**config.mk**
```make
export PLATFORM = sky130hd
export DESIGN_NAME = rational_arithmetic_unit_core
export DESIGN_NICKNAME = d
export VERILOG_FILES = /design/src/rtl/core/rau_pkg.sv /design/src/rtl/core/rau_mul.sv /design/src/rtl/core/rau_div.sv /design/src/rtl/core/rational_arithmetic_unit_core.sv
export VERILOG_INCLUDE_DIRS = /design/src /design/src/rtl/core
export SDC_FILE = /design/constraint.sdc
export NUM_CORES = 2
export LEC_CHECK = 0
export ABC_CLOCK_PERIOD_IN_PS = 14200
export BUFFER_PORTS_ARGS = -buffer_cell sky130_fd_sc_hd__buf_4
export CAP_MARGIN = 20
export CORE_MARGIN = 4
export CORE_UTILIZATION = 65
export DETAILED_ROUTE_END_ITERATION = 6
export PLACE_DENSITY = 0.87
export SYNTH_ARGS = -nofsm -noshare
export SYNTH_HDL_FRONTEND = slang
export SYNTH_SLANG_ARGS = --single-unit
export TNS_END_PERCENT = 5
```
**constraint.sdc**
```tcl
create_clock -name i_clk -period 14.2 [get_ports i_clk]
set_input_delay 0.71 -clock i_clk [delete_from_list [all_inputs] [get_ports i_clk]]
set_output_delay 0.71 -clock i_clk [all_outputs]
set_load 0.005 [all_outputs]
```
**src/rtl/core/assert_macros.svh**
```systemverilog
// Assertion macros used by the top module of the rational arithmetic core.
`ifndef ASSERT_MACROS_SVH
`define ASSERT_MACROS_SVH
// A condition that must hold at every clock edge outside reset.
`define RAU_ASSERT_ALWAYS(lbl, clk, rst_n, expr) \
    lbl: assert property (@(posedge clk) disable iff (!rst_n) (expr)) \
        else $error("assertion failed");
// A condition that must hold whenever a trigger is seen.
`define RAU_ASSERT_IMP(lbl, clk, rst_n, trig, expr) \
    lbl: assert property (@(posedge clk) disable iff (!rst_n) (trig) |-> (expr)) \
        else $error("assertion failed");
`endif

```
**src/rtl/core/rau_pkg.sv**
```systemverilog
// Types, codes and helper functions of the rational arithmetic core.
package rau_pkg;

    localparam int MAG_W = 32;

    // Action codes.
    localparam logic [2:0] ACT_ADD = 3'd0;
    localparam logic [2:0] ACT_SUB = 3'd1;
    localparam logic [2:0] ACT_MUL = 3'd2;
    localparam logic [2:0] ACT_DIV = 3'd3;
    localparam logic [2:0] ACT_CMP = 3'd4;

    // Status codes.
    localparam logic [1:0] ST_OK   = 2'd0;
    localparam logic [1:0] ST_OVF  = 2'd1;
    localparam logic [1:0] ST_DIVZ = 2'd2;
    localparam logic [1:0] ST_ZDEN = 2'd3;

    // Start request for a bit-serial unit.
    typedef struct packed {
        logic             start;
        logic [MAG_W-1:0] a;
        logic [MAG_W-1:0] b;
    } t_ser_req;

    // Sign and magnitude to a 64-bit two's complement value.
    function automatic logic signed [63:0] to_s64(input logic sgn, input logic [MAG_W-1:0] mag);
        logic signed [63:0] v;
        v = $signed({32'd0, mag});
        return sgn ? -v : v;
    endfunction

endpackage

```
**src/rtl/core/rau_mul.sv**
```systemverilog
// Bit-serial shift-add multiplier, one multiplier bit per cycle.
module rau_mul (
    input  logic              i_clk,
    input  logic              i_rst_n,
    input  rau_pkg::t_ser_req i_req,
    output logic              o_done,
    output logic [63:0]       o_prod
);
    logic [31:0] r_a;
    logic [31:0] r_hi;
    logic [31:0] r_lo;
    logic [4:0]  r_cnt;
    logic        r_busy;
    logic        r_done;
    logic [32:0] p_sum;

    // Partial sum of the upper half and the selected multiplicand.
    assign p_sum = {1'b0, r_hi} + (r_lo[0] ? {1'b0, r_a} : 33'd0);

    // Control of the iteration.
    always_ff @(posedge i_clk) begin
        if (!i_rst_n) begin
            r_busy <= 1'b0;
            r_done <= 1'b0;
            r_cnt  <= '0;
        end else begin
            r_done <= 1'b0;
            if (i_req.start) begin
                r_busy <= 1'b1;
                r_cnt  <= 5'd31;
            end else if (r_busy) begin
                r_cnt <= r_cnt - 5'd1;
                if (r_cnt == 5'd0) begin
                    r_busy <= 1'b0;
                    r_done <= 1'b1;
                end
            end
        end
    end

    // Product shift register.
    always_ff @(posedge i_clk) begin
        if (i_req.start) begin
            r_a  <= i_req.a;
            r_hi <= '0;
            r_lo <= i_req.b;
        end else if (r_busy) begin
            r_hi <= p_sum[32:1];
            r_lo <= {p_sum[0], r_lo[31:1]};
        end
    end

    assign o_done = r_done;
    assign o_prod = {r_hi, r_lo};
endmodule

```
**src/rtl/core/rau_div.sv**
```systemverilog
// Bit-serial restoring divider, one quotient bit per cycle.
module rau_div (
    input  logic              i_clk,
    input  logic              i_rst_n,
    input  rau_pkg::t_ser_req i_req,
    output logic              o_done,
    output logic [31:0]       o_quot,
    output logic [31:0]       o_rem
);
    logic [31:0] r_d;
    logic [31:0] r_q;
    logic [31:0] r_rem;
    logic [4:0]  r_cnt;
    logic        r_busy;
    logic        r_done;
    logic [32:0] p_part;
    logic        p_ge;
    logic [32:0] p_diff;

    // Trial subtraction of the divisor.
    assign p_part = {r_rem, r_q[31]};
    assign p_ge   = p_part >= {1'b0, r_d};
    assign p_diff = p_part - {1'b0, r_d};

    // Control of the iteration.
    always_ff @(posedge i_clk) begin
        if (!i_rst_n) begin
            r_busy <= 1'b0;
            r_done <= 1'b0;
            r_cnt  <= '0;
        end else begin
            r_done <= 1'b0;
            if (i_req.start) begin
                r_busy <= 1'b1;
                r_cnt  <= 5'd31;
            end else if (r_busy) begin
                r_cnt <= r_cnt - 5'd1;
                if (r_cnt == 5'd0) begin
                    r_busy <= 1'b0;
                    r_done <= 1'b1;
                end
            end
        end
    end

    // Remainder and quotient shift registers.
    always_ff @(posedge i_clk) begin
        if (i_req.start) begin
            r_d   <= i_req.b;
            r_q   <= i_req.a;
            r_rem <= '0;
        end else if (r_busy) begin
            r_rem <= p_ge ? p_diff[31:0] : p_part[31:0];
            r_q   <= {r_q[30:0], p_ge};
        end
    end

    assign o_done = r_done;
    assign o_quot = r_q;
    assign o_rem  = r_rem;
endmodule

```
**src/rtl/core/rational_arithmetic_unit_core.sv**
```systemverilog
// Rational arithmetic core: operand reduction, serial products, result reduction.
// The two operands and the result are each reduced by Euclid steps, each step a divider pass
// plus a check state. Six quotients and four products run on the serial divider and multiplier;
// compare has no result reduction. Unused actions and zero denominators go straight to the
// finish state. One item at a time.
// Synchronous active-low reset clears the sequencer and the output valid.
`include "assert_macros.svh"
module rational_arithmetic_unit_core #(
    parameter int WIDTH = 32
) (
    input  logic         i_clk,
    input  logic         i_rst_n,
    input  logic         i_s_axis_tvalid,
    output logic         o_s_axis_tready,
    // action[2:0], a_num[34:3], a_den[66:35], b_num[98:67], b_den[130:99], zero fill
    input  logic [135:0] i_s_axis_tdata,
    output logic         o_m_axis_tvalid,
    input  logic         i_m_axis_tready,
    // result_num[31:0], result_den[62:32], status[64:63], is_less[65],
    // is_greater[66], is_equal[67], zero fill
    output logic [71:0]  o_m_axis_tdata
);
    localparam int W = (WIDTH > 32) ? 32 : WIDTH;
    localparam logic signed [63:0] LIM_HI = (64'sd1 <<< (W - 1)) - 64'sd1;
    localparam logic signed [63:0] LIM_LO = -LIM_HI - 64'sd1;

    localparam logic [3:0] S_IDLE  = 4'd0;
    localparam logic [3:0] S_GCHK  = 4'd1;
    localparam logic [3:0] S_GDIV  = 4'd2;
    localparam logic [3:0] S_QN    = 4'd3;
    localparam logic [3:0] S_QD    = 4'd4;
    localparam logic [3:0] S_OPER  = 4'd5;
    localparam logic [3:0] S_MUL   = 4'd6;
    localparam logic [3:0] S_EVAL  = 4'd7;
    localparam logic [3:0] S_EVAL2 = 4'd8;
    localparam logic [3:0] S_FIN   = 4'd9;

    localparam logic [1:0] SEL_A   = 2'd0;
    localparam logic [1:0] SEL_B   = 2'd1;
    localparam logic [1:0] SEL_RES = 2'd2;

    function automatic logic fits(input logic signed [63:0] v);
        return (v >= LIM_LO) && (v <= LIM_HI);
    endfunction

    logic [3:0]  r_state;
    logic        r_wait;
    logic [1:0]  r_nsel;
    logic [1:0]  r_pidx;
    logic [2:0]  r_act;
    logic [31:0] r_bn_in;
    logic [31:0] r_bd_in;
    // Reduction working registers.
    logic        r_nsgn;
    logic [31:0] r_xn;
    logic [31:0] r_xd;
    logic [31:0] r_ga;
    logic [31:0] r_gb;
    // Reduced operands, sign and magnitude.
    logic        r_as;
    logic [31:0] r_am;
    logic [31:0] r_adm;
    logic        r_bs;
    logic [31:0] r_bm;
    logic [31:0] r_bdm;
    logic signed [63:0] r_prod [4];
    logic signed [63:0] r_n64;
    logic signed [63:0] r_d64;
    logic        r_ok;
    // Result under construction.
    logic [31:0] r_rn;
    logic [30:0] r_rd;
    logic [1:0]  r_st;
    logic        r_lt;
    logic        r_gt;
    logic        r_eq;
    // Output register.
    logic        r_mvalid;
    logic [71:0] r_mdata;

    rau_pkg::t_ser_req p_mreq;
    rau_pkg::t_ser_req p_dreq;
    logic        p_mdone;
    logic [63:0] p_mprod;
    logic        p_ddone;
    logic [31:0] p_dquot;
    logic [31:0] p_drem;
    logic        p_msgn;
    logic        p_accept;
    logic [2:0]  p_act;
    logic [31:0] p_an;
    logic [31:0] p_ad;
    logic signed [63:0] p_nneg;
    logic signed [63:0] p_dneg;

    assign p_accept = i_s_axis_tvalid && o_s_axis_tready;
    assign p_act    = i_s_axis_tdata[2:0];
    assign p_an     = i_s_axis_tdata[34:3];
    assign p_ad     = i_s_axis_tdata[66:35];
    assign p_nneg   = -r_n64;
    assign p_dneg   = -r_d64;

    // Operand selection for the four cross products.
    always_comb begin
        p_mreq.start = (r_state == S_MUL) && !r_wait;
        case (r_pidx)
            2'd0:    begin p_mreq.a = r_am;  p_mreq.b = r_bdm; p_msgn = r_as;        end
            2'd1:    begin p_mreq.a = r_adm; p_mreq.b = r_bm;  p_msgn = r_bs;        end
            2'd2:    begin p_mreq.a = r_adm; p_mreq.b = r_bdm; p_msgn = 1'b0;        end
            default: begin p_mreq.a = r_am;  p_mreq.b = r_bm;  p_msgn = r_as ^ r_bs; end
        endcase
    end

    // Divider requests: Euclid remainder steps and the two quotients by the gcd.
    always_comb begin
        p_dreq.start = !r_wait && ((r_state == S_GDIV) || (r_state == S_QN) ||
                                   (r_state == S_QD));
        p_dreq.a     = r_ga;
        p_dreq.b     = r_gb;
        if (r_state == S_QN) begin
            p_dreq.a = r_xn;
            p_dreq.b = r_ga;
        end else if (r_state == S_QD) begin
            p_dreq.a = r_xd;
            p_dreq.b = r_ga;
        end
    end

    rau_mul u_mul (
        .i_clk   (i_clk),
        .i_rst_n (i_rst_n),
        .i_req   (p_mreq),
        .o_done  (p_mdone),
        .o_prod  (p_mprod)
    );

    rau_div u_div (
        .i_clk   (i_clk),
        .i_rst_n (i_rst_n),
        .i_req   (p_dreq),
        .o_done  (p_ddone),
        .o_quot  (p_dquot),
        .o_rem   (p_drem)
    );

    // Sequencer.
    always_ff @(posedge i_clk) begin
        if (!i_rst_n) begin
            r_state <= S_IDLE;
            r_wait  <= 1'b0;
            r_nsel  <= SEL_A;
            r_pidx  <= '0;
        end else begin
            unique case (r_state)
                S_IDLE: begin
                    if (p_accept) begin
                        r_act   <= p_act;
                        r_bn_in <= i_s_axis_tdata[98:67];
                        r_bd_in <= i_s_axis_tdata[130:99];
                        r_rn    <= '0;
                        r_rd    <= 31'd1;
                        r_st    <= rau_pkg::ST_OK;
                        r_lt    <= 1'b0;
                        r_gt    <= 1'b0;
                        r_eq    <= 1'b0;
                        r_nsgn  <= p_an[31] ^ p_ad[31];
                        r_xn    <= p_an[31] ? -p_an : p_an;
                        r_xd    <= p_ad[31] ? -p_ad : p_ad;
                        r_ga    <= p_an[31] ? -p_an : p_an;
                        r_gb    <= p_ad[31] ? -p_ad : p_ad;
                        r_nsel  <= SEL_A;
                        r_wait  <= 1'b0;
                        if (p_act > rau_pkg::ACT_CMP) begin
                            r_state <= S_FIN;
                        end else if (p_ad == 32'd0 || i_s_axis_tdata[130:99] == 32'd0) begin
                            r_st    <= rau_pkg::ST_ZDEN;
                            r_state <= S_FIN;
                        end else begin
                            r_state <= S_GCHK;
                        end
                    end
                end
                S_GCHK: begin
                    r_state <= (r_gb == 32'd0) ? S_QN : S_GDIV;
                end
                S_GDIV: begin
                    if (!r_wait) begin
                        r_wait <= 1'b1;
                    end else if (p_ddone) begin
                        r_wait  <= 1'b0;
                        r_ga    <= r_gb;
                        r_gb    <= p_drem;
                        r_state <= S_GCHK;
                    end
                end
                S_QN: begin
                    if (!r_wait) begin
                        r_wait <= 1'b1;
                    end else if (p_ddone) begin
                        r_wait  <= 1'b0;
                        r_xn    <= p_dquot;
                        r_state <= S_QD;
                    end
                end
                S_QD: begin
                    if (!r_wait) begin
                        r_wait <= 1'b1;
                    end else if (p_ddone) begin
                        r_wait <= 1'b0;
                        unique case (r_nsel)
                            SEL_A: begin
                                r_as    <= r_nsgn;
                                r_am    <= r_xn;
                                r_adm   <= p_dquot;
                                r_nsgn  <= r_bn_in[31] ^ r_bd_in[31];
                                r_xn    <= r_bn_in[31] ? -r_bn_in : r_bn_in;
                                r_xd    <= r_bd_in[31] ? -r_bd_in : r_bd_in;
                                r_ga    <= r_bn_in[31] ? -r_bn_in : r_bn_in;
                                r_gb    <= r_bd_in[31] ? -r_bd_in : r_bd_in;
                                r_nsel  <= SEL_B;
                                r_state <= S_GCHK;
                            end
                            SEL_B: begin
                                r_bs    <= r_nsgn;
                                r_bm    <= r_xn;
                                r_bdm   <= p_dquot;
                                r_state <= S_OPER;
                            end
                            default: begin
                                if (fits(rau_pkg::to_s64(r_nsgn, r_xn)) &&
                                    fits(rau_pkg::to_s64(1'b0, p_dquot))) begin
                                    r_rn <= r_nsgn ? -r_xn : r_xn;
                                    r_rd <= p_dquot[30:0];
                                end else begin
                                    r_st <= rau_pkg::ST_OVF;
                                end
                                r_state <= S_FIN;
                            end
                        endcase
                    end
                end
                S_OPER: begin
                    r_pidx <= 2'd0;
                    if (r_act == rau_pkg::ACT_CMP) begin
                        r_state <= S_MUL;
                    end else if (!fits(rau_pkg::to_s64(r_as, r_am)) ||
                                 !fits(rau_pkg::to_s64(1'b0, r_adm)) ||
                                 !fits(rau_pkg::to_s64(r_bs, r_bm)) ||
                                 !fits(rau_pkg::to_s64(1'b0, r_bdm))) begin
                        r_st    <= rau_pkg::ST_OVF;
                        r_state <= S_FIN;
                    end else if (r_act == rau_pkg::ACT_DIV && r_bm == 32'd0) begin
                        r_st    <= rau_pkg::ST_DIVZ;
                        r_state <= S_FIN;
                    end else begin
                        r_state <= S_MUL;
                    end
                end
                S_MUL: begin
                    if (!r_wait) begin
                        r_wait <= 1'b1;
                    end else if (p_mdone) begin
                        r_wait          <= 1'b0;
                        r_prod[r_pidx]  <= p_msgn ? -$signed(p_mprod) : $signed(p_mprod);
                        r_pidx          <= r_pidx + 2'd1;
                        if (r_pidx == 2'd3) begin
                            r_state <= S_EVAL;
                        end
                    end
                end
                S_EVAL: begin
                    r_ok    <= 1'b1;
                    r_state <= S_EVAL2;
                    case (r_act)
                        rau_pkg::ACT_CMP: begin
                            r_lt    <= r_prod[0] < r_prod[1];
                            r_gt    <= r_prod[0] > r_prod[1];
                            r_eq    <= r_prod[0] == r_prod[1];
                            r_state <= S_FIN;
                        end
                        rau_pkg::ACT_MUL: begin
                            r_n64 <= r_prod[3];
                            r_d64 <= r_prod[2];
                        end
                        rau_pkg::ACT_DIV: begin
                            r_n64 <= r_prod[0];
                            r_d64 <= r_prod[1];
                        end
                        default: begin
                            r_n64 <= (r_act == rau_pkg::ACT_ADD) ? r_prod[0] + r_prod[1]
                                                                 : r_prod[0] - r_prod[1];
                            r_d64 <= r_prod[2];
                            r_ok  <= fits(r_prod[0]) && fits(r_prod[1]) && fits(r_prod[2]);
                        end
                    endcase
                end
                S_EVAL2: begin
                    if (r_ok && fits(r_n64) && fits(r_d64)) begin
                        r_nsgn  <= r_n64[63] ^ r_d64[63];
                        r_xn    <= r_n64[63] ? p_nneg[31:0] : r_n64[31:0];
                        r_xd    <= r_d64[63] ? p_dneg[31:0] : r_d64[31:0];
                        r_ga    <= r_n64[63] ? p_nneg[31:0] : r_n64[31:0];
                        r_gb    <= r_d64[63] ? p_dneg[31:0] : r_d64[31:0];
                        r_nsel  <= SEL_RES;
                        r_state <= S_GCHK;
                    end else begin
                        r_st    <= rau_pkg::ST_OVF;
                        r_state <= S_FIN;
                    end
                end
                S_FIN: begin
                    if (!r_mvalid || i_m_axis_tready) begin
                        r_state <= S_IDLE;
                    end
                end
                default: begin
                    r_state <= S_IDLE;
                end
            endcase
        end
    end

    // Output register: loaded when the result request is finished and the slot is free.
    always_ff @(posedge i_clk) begin
        if (!i_rst_n) begin
            r_mvalid <= 1'b0;
        end else if (r_state == S_FIN && (!r_mvalid || i_m_axis_tready)) begin
            r_mvalid <= 1'b1;
        end else if (i_m_axis_tready) begin
            r_mvalid <= 1'b0;
        end
    end

    always_ff @(posedge i_clk) begin
        if (r_state == S_FIN && (!r_mvalid || i_m_axis_tready)) begin
            r_mdata <= {4'd0, r_eq, r_gt, r_lt, r_st, r_rd, r_rn};
        end
    end

    assign o_s_axis_tready = (r_state == S_IDLE);
    assign o_m_axis_tvalid = r_mvalid;
    assign o_m_axis_tdata  = r_mdata;

    `RAU_ASSERT_IMP(a_den_nonzero, i_clk, i_rst_n, o_m_axis_tvalid, o_m_axis_tdata[62:32] != 31'd0)
    `RAU_ASSERT_IMP(a_err_zero, i_clk, i_rst_n, o_m_axis_tvalid && o_m_axis_tdata[64:63] != rau_pkg::ST_OK, o_m_axis_tdata[31:0] == 32'd0 && o_m_axis_tdata[62:32] == 31'd1)
    `RAU_ASSERT_IMP(a_flags_onehot0, i_clk, i_rst_n, r_mvalid, $onehot0(r_mdata[67:65]))
endmodule

```
After elaboration in Yosys (flattened, before gate mapping)

Memories as Yosys holds them, arrays and structs flattened.
Cells that the tools add are included.

Bits in registers: 807
Bits in latches: 0
Memory bits (writable): 256
Bits in read-only memories: 0
Input port bits: 140
Output and inout port bits: 74
Logic and storage cells: 335
Memories: 1

Add/sub/neg operators: 18
Multiply operators: 0
Divide/modulo/power cells: 0
$lt $le $gt $ge: 23
Eq/ne operators: 37
Shift-type cells: 0
Mux-type cells: 135
Bitwise gates (word level): 8
Reductions and logical operators: 72

Memories:

| memory | words | bits a word | read ports | clocked after memory_dff | write ports | line                                | RTL |
|---|---|---|---|---|---|---|---|
| r_prod | 4     | 64          | 4          | 0                        | 1           | rational_arithmetic_unit_core.sv:66 | `logic signed [63:0] r_prod [4];` |

Operators with widths:

| kind                                                   | count |
|---|---|
| two-way mux 32 bit                                     | 34 |
| >= comparator 64 x 32 -> 1 bit (second input constant) | 8 |
| <= comparator 64 x 32 -> 1 bit (second input constant) | 8 |
| two-way mux 64 bit                                     | 7 |
| case mux 32 bit (4 select lines)                       | 3 |
| case mux 64 bit (3 select lines)                       | 2 |
| negation 32 bit                                        | 7 |
| negation 32 -> 64 bit                                  | 3 |
| two-way mux 31 bit                                     | 5 |
| zero test 32 bit                                       | 4 |
| case mux 64 bit (2 select lines)                       | 1 |
| <= comparator 32 x 31 -> 1 bit (second input constant) | 3 |
| case mux 32 bit (3 select lines)                       | 1 |
| two-way mux 4 bit                                      | 17 |
| adder 64 bit                                           | 1 |
| == test 64 bit                                         | 1 |
| greater-than comparator 64 bit                         | 1 |
| < comparator 64 bit                                    | 1 |
| negation 64 bit                                        | 1 |
| case mux 32 bit (2 select lines)                       | 1 |
| subtractor 64 bit                                      | 1 |
| case mux 31 bit (2 select lines)                       | 1 |
| case mux 4 bit (10 select lines)                       | 1 |
| two-way mux 2 bit                                      | 18 |
| 48 further kinds                                       | 163 |

Logic depth before layout (Yosys ltp)

Depth after elaboration: 11
Depth in mapped cells: 15
Depth with buffers taken out: 15

Modules after synthesis

A second synthesis with hierarchy kept.

Cell total of the unflattened synthesis: 5501
Area total of the unflattened synthesis: 59166.7 um^2

By module, submodules not included:

| module                        | instances | cells an instance | area an instance (um^2) | seq. area each (um^2) |
|---|---|---|---|---|
| rational_arithmetic_unit_core | 1         | 4419              | 47723.3                 | 25634.6 |
| rau_div                       | 1         | 597               | 6033.3                  | 2702.6 |
| rau_mul                       | 1         | 485               | 5410.2                  | 2702.6 |

Worst setup path after synthesis

No wires, ideal clock.

Kind: register to register
Start: register r_d64[63]
End: register r_ga[0], enable pin
Library setup time: 0.565 ns
Arrival: 6.163 ns
Required time: 13.635 ns
Path slack: 7.472 ns
Cell stages (with the launch flop): 10
Cells stage by stage: edfxtp_1 -> clkbuf_1 -> nand4_1 -> nor4_1 -> nand4_1 -> nor4_1 -> o221a_2 -> nor2_1 -> or3_1 -> nor3_1

Longest elaborated chain between the ends: 5
Elaborated cells between the ends (all ways): 6

RTL lines:

| what                                                                             | line                                 | RTL |
|---|---|---|
| from (decl)                                                                      | rational_arithmetic_unit_core.sv:68  | `logic signed [63:0] r_d64;` |
| from (signal assigned)                                                           | rational_arithmetic_unit_core.sv:283 | `r_d64 <= r_prod[2];` |
| from (signal assigned)                                                           | rational_arithmetic_unit_core.sv:287 | `r_d64 <= r_prod[1];` |
| from (signal assigned)                                                           | rational_arithmetic_unit_core.sv:292 | `r_d64 <= r_prod[2];` |
| >= comparator 64 x 32 -> 1 bit or <= comparator 64 x 32 -> 1 bit (tied branches) | rational_arithmetic_unit_core.sv:43  | `return (v >= LIM_LO) && (v <= LIM_HI);` |
| logical AND 1 bit (*)                                                            | rational_arithmetic_unit_core.sv:43  |  |
| logical AND 1 bit (*)                                                            | rational_arithmetic_unit_core.sv:298 | `if (r_ok && fits(r_n64) && fits(r_d64)) begin` |
| inequality test 2 bit (no line) (*)                                              | n/a                                  |  |
| AND reduction 9 bit (no line) (*)                                                | n/a                                  |  |
| to (signal assigned)                                                             | rational_arithmetic_unit_core.sv:169 | `r_ga <= p_an[31] ? -p_an : p_an;` |
| to (signal assigned)                                                             | rational_arithmetic_unit_core.sv:191 | `r_ga <= r_gb;` |
| to (signal assigned)                                                             | rational_arithmetic_unit_core.sv:302 | `r_ga <= r_n64[63] ? p_nneg[31:0] : r_n64[31:0];` |
| to (decl)                                                                        | rational_arithmetic_unit_core.sv:57  | `logic [31:0] r_ga;` |

Mark *: on every way between the ends. The rest lies on a longest branch, timed or not.
A chain may end at the register's enable or synchronous reset.

Worst setup path after layout

Start: register r_xn[2]
End: register r_rd[26], enable pin

Longest elaborated chain between the ends: 7
Elaborated cells between the ends (all ways): 8

RTL lines:

| what                                                                             | line                                 | RTL |
|---|---|---|
| from (decl)                                                                      | rational_arithmetic_unit_core.sv:55  | `logic [31:0] r_xn;` |
| from (signal assigned)                                                           | rational_arithmetic_unit_core.sv:167 | `r_xn <= p_an[31] ? -p_an : p_an;` |
| from (signal assigned)                                                           | rational_arithmetic_unit_core.sv:201 | `r_xn <= p_dquot;` |
| from (signal assigned)                                                           | rational_arithmetic_unit_core.sv:216 | `r_xn <= r_bn_in[31] ? -r_bn_in : r_bn_in;` |
| negation 32 -> 64 bit                                                            | rau_pkg.sv:30                        | `return sgn ? -v : v;` |
| two-way mux 64 bit (*)                                                           | rau_pkg.sv:30                        |  |
| >= comparator 64 x 32 -> 1 bit or <= comparator 64 x 32 -> 1 bit (tied branches) | rational_arithmetic_unit_core.sv:43  |  |
| logical AND 1 bit (*)                                                            | rational_arithmetic_unit_core.sv:43  |  |
| logical AND 1 bit (*)                                                            | rational_arithmetic_unit_core.sv:230 | `if (fits(rau_pkg::to_s64(r_nsgn, r_xn)) &&` |
| inequality test 2 x 1 -> 1 bit (no line) (*)                                     | n/a                                  |  |
| AND reduction 7 bit (no line) (*)                                                | n/a                                  |  |
| to (signal assigned)                                                             | rational_arithmetic_unit_core.sv:233 | `r_rd <= p_dquot[30:0];` |
| to (decl)                                                                        | rational_arithmetic_unit_core.sv:72  | `logic [30:0] r_rd;` |

Marked as above.

==> metrics.log <==
[metrics] mean instance size in the synthesized netlist: 10.7 um2
[metrics] unrepaired setup endpoints after global routing: no
[metrics] drt pass-1 iters: 7
[metrics] startpoint class of the critical path: flip-flop
[metrics] count of filler cells inserted in the layout: just under 6000
[metrics] number of resized instances in the post-cts repair step: 0
[metrics] Max H-tree Level: 3
[metrics] Synth Flop Type: edfxtp_1
[metrics] FF+latch area: just over 30000 um2
[metrics] Routability Congestion: roughly 1.1
[metrics] pin count of the biggest net entering global routing: 97
[metrics] maximum clock skew at final layout: roughly 0.06 ns
[metrics] violations in the final reports: DRC
[metrics] post-detailed-route count of antenna-violating nets: 0
[metrics] detailed placement HPWL: 139 mm
[metrics] clk_lat worst skew: 0.73 ns
[metrics] share of the cycle needed by the critical path after routing: 39.7%
[metrics] post-layout min period: 5.64 ns
[metrics] final std cell area, no fill: 64200 um2
[metrics] critical path data arrival time: about 6.0 ns
[metrics] Synth async-reset ratio: 0%
[metrics] startpoint of the worst register-to-register path: r_xn[2]
[metrics] WL per Instance: 28.6 um
[metrics] share of synthesized area occupied by flip-flops and latches: 53.5%
[metrics] number of slew-limit violations in the final report: 0
[metrics] path category of the worst min-delay check: primary input to flip-flop
[metrics] Mapped Area: 58000 um2
[metrics] Worst Path Required: 14.53 ns
[metrics] Pwr Density: 168 nW/um2
[metrics] final net count: 5877
[metrics] endpoints failing hold: 0
[metrics] max capacitance violation total: 0
[metrics] HP Start: i_s_axis_tdata[97]
[metrics] number of instances in the placed design: 6574
[metrics] Area growth, synth to finish: 10.6%
[metrics] total negative setup slack: 0 ns
[metrics] library cells used by synthesis: 94
[metrics] EDFF count, synth: 975
[metrics] full die area: between 90000 and 100000 um2
[metrics] outcome: finished with violations
[metrics] maximum resistive drop on vdd: between 0.15 and 0.2 mV
[metrics] final wirelength: a little under 200 mm
[metrics] maximum buffer depth of the clock tree: 3
[metrics] CP max FO: 63
[metrics] core region area: 88500 um2
[metrics] count of mapped cells out of synthesis: 5417
[metrics] initial antenna violation count: 9
[metrics] chip height: 307 um
[metrics] buffers inserted by post-CTS timing repair: 0
[metrics] reg-to-reg setup timing slack: approximately 8.6 ns
[metrics] multi-input logic area: 25200 um2
[metrics] non-filler cells in the finished layout: 6780
[metrics] Critical Path Start: r_xn[2]
[metrics] leftover overflow at the end of global routing: 0
[metrics] # rows: 109
[metrics] fraction of layout cells with a size suffix above 1: 9.61%
[metrics] flop and latch count out of synthesis: 1063
[metrics] hold buffers post-CTS: 0
[metrics] IO buf count: ~200
[metrics] residual DRC count: 2
[metrics] num ports: 214
[metrics] number of DRC violations after detailed-routing iteration 0: 7071
[metrics] type of destination of the critical path: flip-flop
[metrics] Pleak: 23.4 nW
[metrics] Slew headroom: around 16%
[metrics] wire length of the first global-routing pass: approximately 280 mm
[metrics] CTS Root Cell: clkbuf_16
[metrics] clock tree sinks: 1063
[metrics] effective utilization at floorplan: 65.5%
[metrics] total global routing track utilization: between 40% and 50%
[metrics] post-DR vias/cell: 6.97
[metrics] die outline width: between 300 and 400 um
[metrics] setup-violating endpoint count in the final report: 0
[metrics] via count of the first global-routing pass: 44900
[metrics] timing-limited maximum frequency: 177 MHz
[metrics] register clock-pin slew on the reported worst setup and hold paths: 0.07 ns
[metrics] Setup CP Type: flip-flop to flip-flop
[metrics] post-placement cell area: 60500 um2
[metrics] clock tree from TritonCTS: done
[metrics] slew at the pin closest to its max-slew limit: 1.27 ns
[metrics] via total after detailed routing: 47300
[metrics] TritonCTS buffer count: 104
[metrics] Syn. warnings: 0
-- worst max-delay path: stages (launching register included) --
cell and delay [ns]:
edfxtp_1 0.62, or3_1 0.47, or3_1 0.40, nor2_1 0.16, nand3_1 0.24, nor3_1 0.32
nand3_1 0.32, nor3_1 0.43, ha_1 0.33, nand4b_1 0.22, a21oi_1 0.23, o21ai_0 0.43
a21oi_4 0.27, buf_4 0.68
-- stage by stage --
stage	util, %	total power [mW]	hold WS (ns)	setup slack (ns)
floorplan	-	6.56	0.400	7.47
global placement	68.3	7.64	0.403	9.30
detailed placement	68.4	7.75	0.405	9.05
CTS	72.4	10.6	0.157	8.76
global route	72.5	11.1	0.151	8.55
finish	72.5	10.8	0.174	8.56
-- synth_stat cells (62+ instances only) --
cell      count  area [um2]
xnor2_1     195        1710
dfxtp_1      88        1760
nor2_1      411        1540
nor4_1      115         719
a21oi_1     434        2170
o31ai_1      91         683
nand4_1      88         551
ha_1        213        2670
nand2_1     457        1720
xor2_1      187        1640
a21o_1       74         556
nor2b_1      71         444
nand3_1      62         310
and2_1       79         494
nor3_1      114         571
o21ai_0     330        1650
clkbuf_1    221         830
inv_1       223         837
mux2i_1      83         831
edfxtp_1    975       29300
-- worst paths after layout --
check,end,cells after the start
worst max-delay path,r_rd[26],13
worst min-delay path,r_bn_in[30],1
worst max register to register,r_rd[26],13
worst min register to register,o_m_axis_tdata[21],0
-- cells by family after synthesis --
kind of cell / after synthesis / synth area share [%]
AND/OR/NAND/NOR: 1641 / 14.0
AO/OA/AOI/OAI: 1502 / 16.6
flip-flops: 1063 / 53.5
buffers and inverters: 491 / 3.25
XOR/XNOR: 382 / 5.77
adder cells (fa/ha/maj): 217 / 4.73
multiplexers: 120 / 2.15
other: 1 / 0.00646
-- cell usage in the layout, fill, tap and decap left out, drive strengths merged, types with 136 or more instances in the layout --
cell type,netlist,layout
a21oi,434,434
buf,44,257
clkbuf,221,136
edfxtp,975,975
ha,213,213
inv,223,229
nand2,457,457
nor2,411,411
o21ai,335,335
xnor2,195,195
xor2,187,187
-- routing by layer --
| layer | routed length [um] | track usage, % |
|---|---|---|
| met4 | 18000 | 29.2 |
| met5 | 13 | 0 |
| met3 | 21600 | 8.77 |
| met1 | 65600 | 48.4 |
| met2 | 88400 | 64.1 |
-- layout make-up --
class | instances | share of cell area, %
flip-flops and latches | 1063 | 48.4
multi-input cells | 3866 | 39.3
clock buffers | 134 | 4.34
repair buffers | 259 | 3.16
well taps | 1165 | 2.27
inverters | 226 | 1.32
clock inverters | 63 | 1.18
diodes | 4 | 0.0156
-- state kept, by name, indices dropped and copies added (netlist names), 64 cells and up --
signal	cells
o_m_axis_tdata	68
r_d64	64
r_n64	64
r_prod	256
-- where the power goes --
group | leakage [nW] | total [mW] | internal (mW) | switching (mW)
Sequential | 9.60 | 4.86 | 4.24 | 0.622
Combinational | 12.1 | 3.04 | 1.02 | 2.02
Clock | 1.72 | 2.88 | 1.62 | 1.26
(Power assumes the default switching activity.)
